`config.mk`:
```
export PLATFORM = sky130hd
export DESIGN_NAME = pixelate_2x2_block_average_top
export DESIGN_NICKNAME = d
export VERILOG_FILES = /design/src/p2ba_pkg.sv /design/src/p2ba_line_ram.sv /design/src/p2ba_raster_ctrl.sv /design/src/p2ba_block_emit.sv /design/src/pixelate_2x2_block_average_top.sv
export SDC_FILE = /design/constraint.sdc
export NUM_CORES = 2
export LEC_CHECK = 0
export BUFFER_PORTS_ARGS = -buffer_cell sky130_fd_sc_hd__buf_2
export CELL_PAD_IN_SITES_DETAIL_PLACEMENT = 1
export CELL_PAD_IN_SITES_GLOBAL_PLACEMENT = 1
export CORE_ASPECT_RATIO = 0.7
export CORE_UTILIZATION = 57
export DETAILED_ROUTE_END_ITERATION = 6
export PLACE_DENSITY = 0.85
export SLEW_MARGIN = 5
export SYNTH_ARGS = -nofsm -noshare
export SYNTH_HDL_FRONTEND = slang
export SYNTH_SLANG_ARGS = --single-unit
export TNS_END_PERCENT = 50
```
`constraint.sdc`:
```
create_clock -name clk -period 19.68 [get_ports clk]
set_input_delay 1.968 -clock clk [delete_from_list [all_inputs] [get_ports clk]]
set_output_delay 1.968 -clock clk [all_outputs]
set_load 0.03 [all_outputs]
```
`src/p2ba_pkg.sv`:
```
// ----------------------------------------------------------------------------
// p2ba_pkg
// Shared constants, register indexes and types for the 2x2 block-average
// pixelation block.
// ----------------------------------------------------------------------------
package p2ba_pkg;

    localparam int MAX_BLOCK_COLUMNS = 256;
    localparam int MAX_BLOCK_ROWS    = 256;

    localparam int PIX_W   = 8;
    localparam int COORD_W = 9;
    localparam int SIZE_W  = 9;
    localparam int SUM_W   = 9;
    localparam int LINE_AW = $clog2(MAX_BLOCK_COLUMNS);

    localparam logic [0:0] REG_BLOCK_COLUMNS = 1'b0;
    localparam logic [0:0] REG_BLOCK_ROWS    = 1'b1;

    typedef struct packed {
        logic               valid;
        logic [SUM_W-1:0]   pair_sum;
        logic [COORD_W-1:0] row;
        logic [COORD_W-1:0] col;
        logic               last_of_frame;
    } blk_req_t;

    function automatic logic [SIZE_W-1:0] clamp_size(input logic [SIZE_W-1:0] v,
                                                     input logic [SIZE_W-1:0] maxv);
        logic [SIZE_W-1:0] res;
        if (v == '0)
            res = SIZE_W'(1);
        else if (v > maxv)
            res = maxv;
        else
            res = v;
        return res;
    endfunction

endpackage

```
`src/p2ba_line_ram.sv`:
```
// ----------------------------------------------------------------------------
// p2ba_line_ram
// Simple dual-port line store: one write port and one registered read port.
// ----------------------------------------------------------------------------
module p2ba_line_ram #(
    parameter int DEPTH = 256,
    parameter int WIDTH = 9
) (
    input  logic                     clk,
    input  logic                     we,
    input  logic [$clog2(DEPTH)-1:0] waddr,
    input  logic [WIDTH-1:0]         wdata,
    input  logic                     re,
    input  logic [$clog2(DEPTH)-1:0] raddr,
    output logic [WIDTH-1:0]         rdata
);

    logic [WIDTH-1:0] mem [DEPTH];
    logic [WIDTH-1:0] rdata_reg;

    always_ff @(posedge clk)
    begin
        if (we)
        begin
            mem[waddr] <= wdata;
        end
    end

    always_ff @(posedge clk)
    begin
        if (re)
        begin
            rdata_reg <= mem[raddr];
        end
    end

    assign rdata = rdata_reg;

endmodule

```
`src/p2ba_raster_ctrl.sv`:
```
// ----------------------------------------------------------------------------
// p2ba_raster_ctrl
// Raster counters, held pixel and line store access. Even rows write pair
// sums; odd rows read them back and pass a block request downstream.
// ----------------------------------------------------------------------------
module p2ba_raster_ctrl (
    input  logic                                  clk,
    input  logic                                  rst_n,
    input  logic [p2ba_pkg::SIZE_W-1:0]           block_columns,
    input  logic [p2ba_pkg::SIZE_W-1:0]           block_rows,
    input  logic                                  in_valid,
    output logic                                  in_ready,
    input  logic [p2ba_pkg::PIX_W-1:0]            pixel,
    input  logic                                  pend_busy,
    output logic                                  ram_we,
    output logic [p2ba_pkg::LINE_AW-1:0]          ram_waddr,
    output logic [p2ba_pkg::SUM_W-1:0]            ram_wdata,
    output logic                                  ram_re,
    output logic [p2ba_pkg::LINE_AW-1:0]          ram_raddr,
    output p2ba_pkg::blk_req_t                    req
);
    import p2ba_pkg::*;

    logic [PIX_W-1:0]   held_reg, held_next;
    logic [COORD_W-1:0] row_reg, row_next;
    logic [COORD_W-1:0] col_reg, col_next;
    blk_req_t           req_reg, req_next;

    logic [SIZE_W-1:0]  wb, hb;
    logic [SIZE_W:0]    wpix, hpix;
    logic               col_end, row_end;
    logic               produce, fire;
    logic [SUM_W-1:0]   pair_sum;

    assign wb   = clamp_size(block_columns, SIZE_W'(MAX_BLOCK_COLUMNS));
    assign hb   = clamp_size(block_rows, SIZE_W'(MAX_BLOCK_ROWS));
    assign wpix = {wb, 1'b0};
    assign hpix = {hb, 1'b0};

    assign col_end  = ({1'b0, col_reg} + (SIZE_W+1)'(1)) >= wpix;
    assign row_end  = ({1'b0, row_reg} + (SIZE_W+1)'(1)) >= hpix;
    assign produce  = col_reg[0] & row_reg[0];
    assign in_ready = !produce || (!req_reg.valid && !pend_busy);
    assign fire     = in_valid && in_ready;
    assign pair_sum = {1'b0, held_reg} + {1'b0, pixel};

    always_comb
    begin
        held_next = held_reg;
        row_next  = row_reg;
        col_next  = col_reg;
        req_next  = req_reg;

        req_next.valid         = fire && produce;
        req_next.pair_sum      = pair_sum;
        req_next.row           = row_reg;
        req_next.col           = col_reg;
        req_next.last_of_frame = row_end && col_end;

        if (fire)
        begin
            if (!col_reg[0])
            begin
                held_next = pixel;
            end
            if (col_end)
            begin
                col_next = '0;
                row_next = row_end ? '0 : row_reg + COORD_W'(1);
            end
            else
            begin
                col_next = col_reg + COORD_W'(1);
            end
        end
    end

    always_ff @(posedge clk or negedge rst_n)
    begin
        if (!rst_n)
        begin
            held_reg <= '0;
            row_reg  <= '0;
            col_reg  <= '0;
            req_reg  <= '0;
        end
        else
        begin
            held_reg <= held_next;
            row_reg  <= row_next;
            col_reg  <= col_next;
            req_reg  <= req_next;
        end
    end

    assign ram_we    = fire && col_reg[0] && !row_reg[0];
    assign ram_waddr = col_reg[LINE_AW:1];
    assign ram_wdata = pair_sum;
    assign ram_re    = fire && produce;
    assign ram_raddr = col_reg[LINE_AW:1];
    assign req       = req_reg;

endmodule

```
`src/p2ba_block_emit.sv`:
```
// ----------------------------------------------------------------------------
// p2ba_block_emit
// Completes the block average from the line store data and sends it four
// times, once per pixel position of the block.
// ----------------------------------------------------------------------------
module p2ba_block_emit (
    input  logic                          clk,
    input  logic                          rst_n,
    input  p2ba_pkg::blk_req_t            req,
    input  logic [p2ba_pkg::SUM_W-1:0]    ram_rdata,
    output logic                          pend_busy,
    output logic                          out_valid,
    input  logic                          out_ready,
    output logic [p2ba_pkg::PIX_W-1:0]    value,
    output logic [p2ba_pkg::COORD_W-1:0]  out_row,
    output logic [p2ba_pkg::COORD_W-1:0]  out_col,
    output logic                          last_of_block,
    output logic                          last_of_frame
);
    import p2ba_pkg::*;

    logic               pend_valid_reg, pend_valid_next;
    logic [PIX_W-1:0]   pend_avg_reg, pend_avg_next;
    logic [COORD_W-1:0] pend_row_reg, pend_row_next;
    logic [COORD_W-1:0] pend_col_reg, pend_col_next;
    logic               pend_lf_reg, pend_lf_next;

    logic               act_valid_reg, act_valid_next;
    logic [PIX_W-1:0]   act_avg_reg, act_avg_next;
    logic [COORD_W-1:0] act_row_reg, act_row_next;
    logic [COORD_W-1:0] act_col_reg, act_col_next;
    logic               act_lf_reg, act_lf_next;
    logic [1:0]         beat_reg, beat_next;

    logic [SUM_W:0]     sum4;
    logic               out_fire, act_done, act_free;

    assign sum4     = {1'b0, ram_rdata} + {1'b0, req.pair_sum};
    assign out_fire = act_valid_reg && out_ready;
    assign act_done = out_fire && (beat_reg == 2'd3);
    assign act_free = !act_valid_reg || act_done;

    always_comb
    begin
        pend_valid_next = pend_valid_reg;
        pend_avg_next   = pend_avg_reg;
        pend_row_next   = pend_row_reg;
        pend_col_next   = pend_col_reg;
        pend_lf_next    = pend_lf_reg;
        act_valid_next  = act_valid_reg;
        act_avg_next    = act_avg_reg;
        act_row_next    = act_row_reg;
        act_col_next    = act_col_reg;
        act_lf_next     = act_lf_reg;
        beat_next       = beat_reg;

        if (out_fire)
        begin
            beat_next = beat_reg + 2'd1;
        end
        if (act_done)
        begin
            act_valid_next = 1'b0;
        end

        if (act_free && pend_valid_reg)
        begin
            act_valid_next  = 1'b1;
            act_avg_next    = pend_avg_reg;
            act_row_next    = pend_row_reg;
            act_col_next    = pend_col_reg;
            act_lf_next     = pend_lf_reg;
            beat_next       = 2'd0;
            pend_valid_next = 1'b0;
        end

        if (req.valid)
        begin
            pend_valid_next = 1'b1;
            pend_avg_next   = sum4[SUM_W:2];
            pend_row_next   = req.row;
            pend_col_next   = req.col;
            pend_lf_next    = req.last_of_frame;
        end
    end

    always_ff @(posedge clk or negedge rst_n)
    begin
        if (!rst_n)
        begin
            pend_valid_reg <= 1'b0;
            act_valid_reg  <= 1'b0;
            beat_reg       <= 2'd0;
        end
        else
        begin
            pend_valid_reg <= pend_valid_next;
            act_valid_reg  <= act_valid_next;
            beat_reg       <= beat_next;
        end
    end

    always_ff @(posedge clk)
    begin
        pend_avg_reg <= pend_avg_next;
        pend_row_reg <= pend_row_next;
        pend_col_reg <= pend_col_next;
        pend_lf_reg  <= pend_lf_next;
        act_avg_reg  <= act_avg_next;
        act_row_reg  <= act_row_next;
        act_col_reg  <= act_col_next;
        act_lf_reg   <= act_lf_next;
    end

    assign pend_busy     = pend_valid_reg;
    assign out_valid     = act_valid_reg;
    assign value         = act_avg_reg;
    assign out_row       = beat_reg[1] ? act_row_reg : act_row_reg - COORD_W'(1);
    assign out_col       = beat_reg[0] ? act_col_reg : act_col_reg - COORD_W'(1);
    assign last_of_block = (beat_reg == 2'd3);
    assign last_of_frame = (beat_reg == 2'd3) && act_lf_reg;

endmodule

```
`src/pixelate_2x2_block_average_top.sv`:
```
// ----------------------------------------------------------------------------
// pixelate_2x2_block_average_top
// 2x2 block-average pixelation of a grey raster stream.
// ----------------------------------------------------------------------------
// Grey pixels enter in raster order, one per transfer. On even rows a pixel
// is taken every cycle and horizontal pair sums go to a 256-entry line store.
// On odd rows the second pixel of each pair reads the line store and
// produces four output transfers, one per cycle while m_tready is high,
// from a single output port, so input on odd rows is paced by the output;
// a block buffer lets the next block be read while the current one is sent.
// The line store needs no clearing after reset. Frame sizes are given in
// blocks; a size of zero acts as one.
module pixelate_2x2_block_average_top (
    input  logic        clk,
    input  logic        rst_n,
    input  logic        cfg_we,
    input  logic [0:0]  cfg_index,
    input  logic [8:0]  cfg_data,
    input  logic        s_tvalid,
    output logic        s_tready,
    input  logic [7:0]  s_tdata,   // [7:0] pixel
    output logic        m_tvalid,
    input  logic        m_tready,
    output logic [31:0] m_tdata,   // [7:0] value, [16:8] out_row, [25:17] out_col
    output logic        m_tlast,   // last_of_block
    output logic        m_tuser    // last_of_frame
);
    import p2ba_pkg::*;

    logic [SIZE_W-1:0]  block_columns_reg;
    logic [SIZE_W-1:0]  block_rows_reg;

    logic               ram_we, ram_re;
    logic [LINE_AW-1:0] ram_waddr, ram_raddr;
    logic [SUM_W-1:0]   ram_wdata, ram_rdata;
    logic               pend_busy;
    blk_req_t           req;

    logic [PIX_W-1:0]   value;
    logic [COORD_W-1:0] out_row, out_col;

    always_ff @(posedge clk or negedge rst_n)
    begin
        if (!rst_n)
        begin
            block_columns_reg <= SIZE_W'(256);
            block_rows_reg    <= SIZE_W'(256);
        end
        else if (cfg_we)
        begin
            case (cfg_index)
                REG_BLOCK_COLUMNS: block_columns_reg <= cfg_data;
                REG_BLOCK_ROWS:    block_rows_reg    <= cfg_data;
                default:           block_rows_reg    <= block_rows_reg;
            endcase
        end
    end

    p2ba_raster_ctrl u_ctrl (
        .clk           (clk),
        .rst_n         (rst_n),
        .block_columns (block_columns_reg),
        .block_rows    (block_rows_reg),
        .in_valid      (s_tvalid),
        .in_ready      (s_tready),
        .pixel         (s_tdata),
        .pend_busy     (pend_busy),
        .ram_we        (ram_we),
        .ram_waddr     (ram_waddr),
        .ram_wdata     (ram_wdata),
        .ram_re        (ram_re),
        .ram_raddr     (ram_raddr),
        .req           (req)
    );

    p2ba_line_ram #(
        .DEPTH (MAX_BLOCK_COLUMNS),
        .WIDTH (SUM_W)
    ) u_line (
        .clk   (clk),
        .we    (ram_we),
        .waddr (ram_waddr),
        .wdata (ram_wdata),
        .re    (ram_re),
        .raddr (ram_raddr),
        .rdata (ram_rdata)
    );

    p2ba_block_emit u_emit (
        .clk           (clk),
        .rst_n         (rst_n),
        .req           (req),
        .ram_rdata     (ram_rdata),
        .pend_busy     (pend_busy),
        .out_valid     (m_tvalid),
        .out_ready     (m_tready),
        .value         (value),
        .out_row       (out_row),
        .out_col       (out_col),
        .last_of_block (m_tlast),
        .last_of_frame (m_tuser)
    );

    assign m_tdata = {6'b0, out_col, out_row, value};

    a_no_rw_same_cycle: assert property (@(posedge clk) disable iff (!rst_n)
        !(ram_we && ram_re))
        else $error("line store read and write in the same cycle");

    a_req_into_free_buffer: assert property (@(posedge clk) disable iff (!rst_n)
        req.valid |-> !pend_busy)
        else $error("block request arrived while the block buffer was full");

    a_frame_end_is_block_end: assert property (@(posedge clk) disable iff (!rst_n)
        (m_tvalid && m_tuser) |-> m_tlast)
        else $error("end of frame flagged on a transfer that does not end a block");

    a_block_end_odd_position: assert property (@(posedge clk) disable iff (!rst_n)
        (m_tvalid && m_tlast) |-> (out_row[0] && out_col[0]))
        else $error("block end at an even row or column");

endmodule
```
==> impl_metrics.json <==
{
  "synth_xor_area_frac": 0.00372,
  "synth_cells": 4365,
  "gp_congestion": 0.858,
  "grt_antenna_before_repair": 15,
  "crit_type": "flip-flop to flip-flop",
  "core_sq_mm": 0.164,
  "power.leakage_nw": 32.0,
  "cts_max_level": 4,
  "cts_root_buf": "clkbuf_16",
  "layout_worst_path_cycle_share": 0.343,
  "synth_edf_count": 2367,
  "hold_ws_ps": 418,
  "synthSimpleGateAreaFrac": 0.0207,
  "vias": 49100,
  "min_path_cells": 0,
  "yosys_most_used_dff": "edfxtp_1",
  "grt_pass1_wl_um": 376000,
  "die_x_um": 488,
  "portBuffers": 52,
  "place_hpwl_um": 152000,
  "synth_area_sq_mm": 0.0941,
  "crit_required_ps": 20270,
  "crit_chain": "buf_4, buf_12, buf_4, buf_12, mux4_2, a22oi_1, a21oi_1, nor2_1, o221ai_1, a22oi_1, o221ai_1",
  "drt_iter0_drc": 7878,
  "endpoint_kind": "flip-flop",
  "fin_crit_ps": 6760,
  "routed_wl_um": 265000,
  "slowest_delay_ps": 1060,
  "synth_area_leader_cell": "edfxtp_1",
  "rsz0062_at_grt": "no",
  "syn_area_per_cell_sq_um": 21.6,
  "critPathMaxFanout": 101,
  "rows": 124,
  "cts_buffer_depth": 3,
  "synth_seq_cells": 2444,
  "status": "completed",
  "setup_tns_ps": 0,
  "grt_start_max_net_pins": 257,
  "overflow": 0,
  "finalHoldViolCount": 0,
  "holdCritPathClass": "flip-flop to flip-flop",
  "cts_hold_buf": 0,
  "max_cap_viol_count": 0,
  "drc": 0,
  "path_clk_slew_ps": 70,
  "finClkSkew_ps": 47.2,
  "start_kind": "flip-flop",
  "synth_top_family_by_area": "multiplexers",
  "area_delta_synth_final_pct": 9.95,
  "finalMaxSlewViolations": 0,
  "dieHeight_um": 342,
  "ant_nets": 0,
  "cts_buffers": 209,
  "synth_fa_ha_area_frac": 0.00540,
  "dr.max_layer_used": "met5",
  "arrival_ps": 7350,
  "rr_worst_depth": 11,
  "dr_wl_met2_um": 122000,
  "cts_resized": 0,
  "post_drt_wl_per_cell_um": 38.8,
  "synth_cell_type_count": 58,
  "cts_setup_buffers": 0,
  "tritoncts": "yes",
  "gr-usage-all-layers": 0.324,
  "synth-compound-area-share": 0.0387,
  "synth.yosys.seq_area_share": 0.776,
  "vdd_drop_max_v": 0.000306,
  "insertion_delay_ps": 880,
  "wl_met3_um": 38600,
  "nets": 4512,
  "die_area_sq_mm": 0.167,
  "final_layout_size_suffix_gt1_frac": 0.230,
  "largest_register_ff_count": 2304,
  "synth_top_area_frac": 0.755,
  "slowest_stage": "dfrtp_4",
  "fmax_ghz": 0.148,
  "initial_core_util": 0.575,
  "ys_warn_count": 0,
  "via_per_inst": 7.19,
  "power_density_mw_per_mm2": 161,
  "first_global_vias": 49600,
  "max-slew-margin-rel": 0.0177,
  "muxShareOfSynthArea": 0.141,
  "tightest_slew_ps": 1470,
  "m1WireLength_um": 96300,
  "cts_num_sinks": 2444,
  "synth-async-reset-ratio": 0.0315,
  "synth_area_leaders": "edfxtp_1 76%, mux4_2 14%, dfrtp_1 2.0%",
  "power_w": 0.0166,
  "io_pins": 59,
  "setup_violations": 0,
  "detail_route.first_pass.iterations": 7
}
-- cell type report --
class	count	area, sq um
sequential	2444	73000
fill	13100	60100
multi-input combinational	1647	19900
clock buffer	257	5450
tap	2205	2760
clock inverter	130	1320
timing repair buffer	128	906
inverter	19	78.8
antenna	2	5.00
-- power breakdown --
part | internal, W | switching [W]
Combinational | 0.00143 | 0.00353
Clock | 0.00229 | 0.00195
Sequential | 0.00731 | 0.000114
-- cell usage in the layout (no fill, tap or decap), types with 38 or more instances in the layout --
cell	instances
edfxtp_1	2367
mux4_2	576
nor2_1	299
clkbuf_16	211
a22oi_1	153
a21oi_1	82
a22o_1	77
dfrtp_1	73
buf_4	70
nand2_1	64
a221oi_1	64
buf_2	52
clkinv_1	50
clkbuf_1	46
ha_1	38
-- kinds of logic after synthesis --
| logic type | count (synthesis) |
|---|---|
| compound gates | 488 |
| xor+xnor | 40 |
| fa+ha+maj | 40 |
| buf+inv | 279 |
| flops | 2444 |
| mux | 605 |
| other cells | 1 |
| simple gates | 468 |
-- through the flow --
stage          cell area (sq um)   util  instances  setup slack, ps
2_1_floorplan              94100      -       4370             8110
3_3_place_gp               96700  0.591       6442            13040
3_5_place_dp               96700  0.591       6442            12910
4_1_cts                   103000  0.633       6829            12810
5_1_grt                   103000  0.633       6830            12420
6_report                  103000  0.633       6832            12920
-- metal layers --
layer  vias to the layer above  GRT usage
li1                      18500          -
met1                     25900      0.453
met2                      4154      0.488
met3                       591      0.111
met4                        18     0.0958
met5                         -          0
-- critical path: cells and delay by family, from the launching register on --
kind | cells | cell delay, ps
muxes | 1 | 590
DFF | 1 | 1060
and+or+nand+nor | 1 | 200
AOI/OAI and AO/OA | 5 | 1340
buffers and inverters | 4 | 2990
-- cell usage after synthesis, drive strengths merged (5+ instances only) --
master and count:
o22ai 19, inv 17, nand3 13, a21o 7, a221oi 72, a21oi 83
a22oi 153, mux4 576, xnor2 23, o221ai 27, clkbuf 151, nand2 73
a22o 77, nor2b 13, o21ai 27, dfrtp 75, nor4 5, buf 109
o21a 5, ha 39, mux2 25, nor3 33, edfxtp 2367, xor2 17
nor2 301, nand2b 8
-- path summary, 6_finish.rpt --
kind	slack, ps	startpoint	end
min in group asynchronous	1090	rst_n	u_ctrl.row_reg[6]
min	420	u_ctrl.req[15]	u_emit.pend_row_reg[5]
max	12920	u_ctrl.col_reg[1]	u_line.rdata[0]
max reg2reg	12920	u_ctrl.col_reg[1]	u_line.rdata[0]
min reg2reg	420	u_ctrl.req[15]	u_emit.pend_row_reg[5]
max in group asynchronous	17480	rst_n	u_ctrl.col_reg[2]
Note: power is estimated with default switching activity, not from simulation.
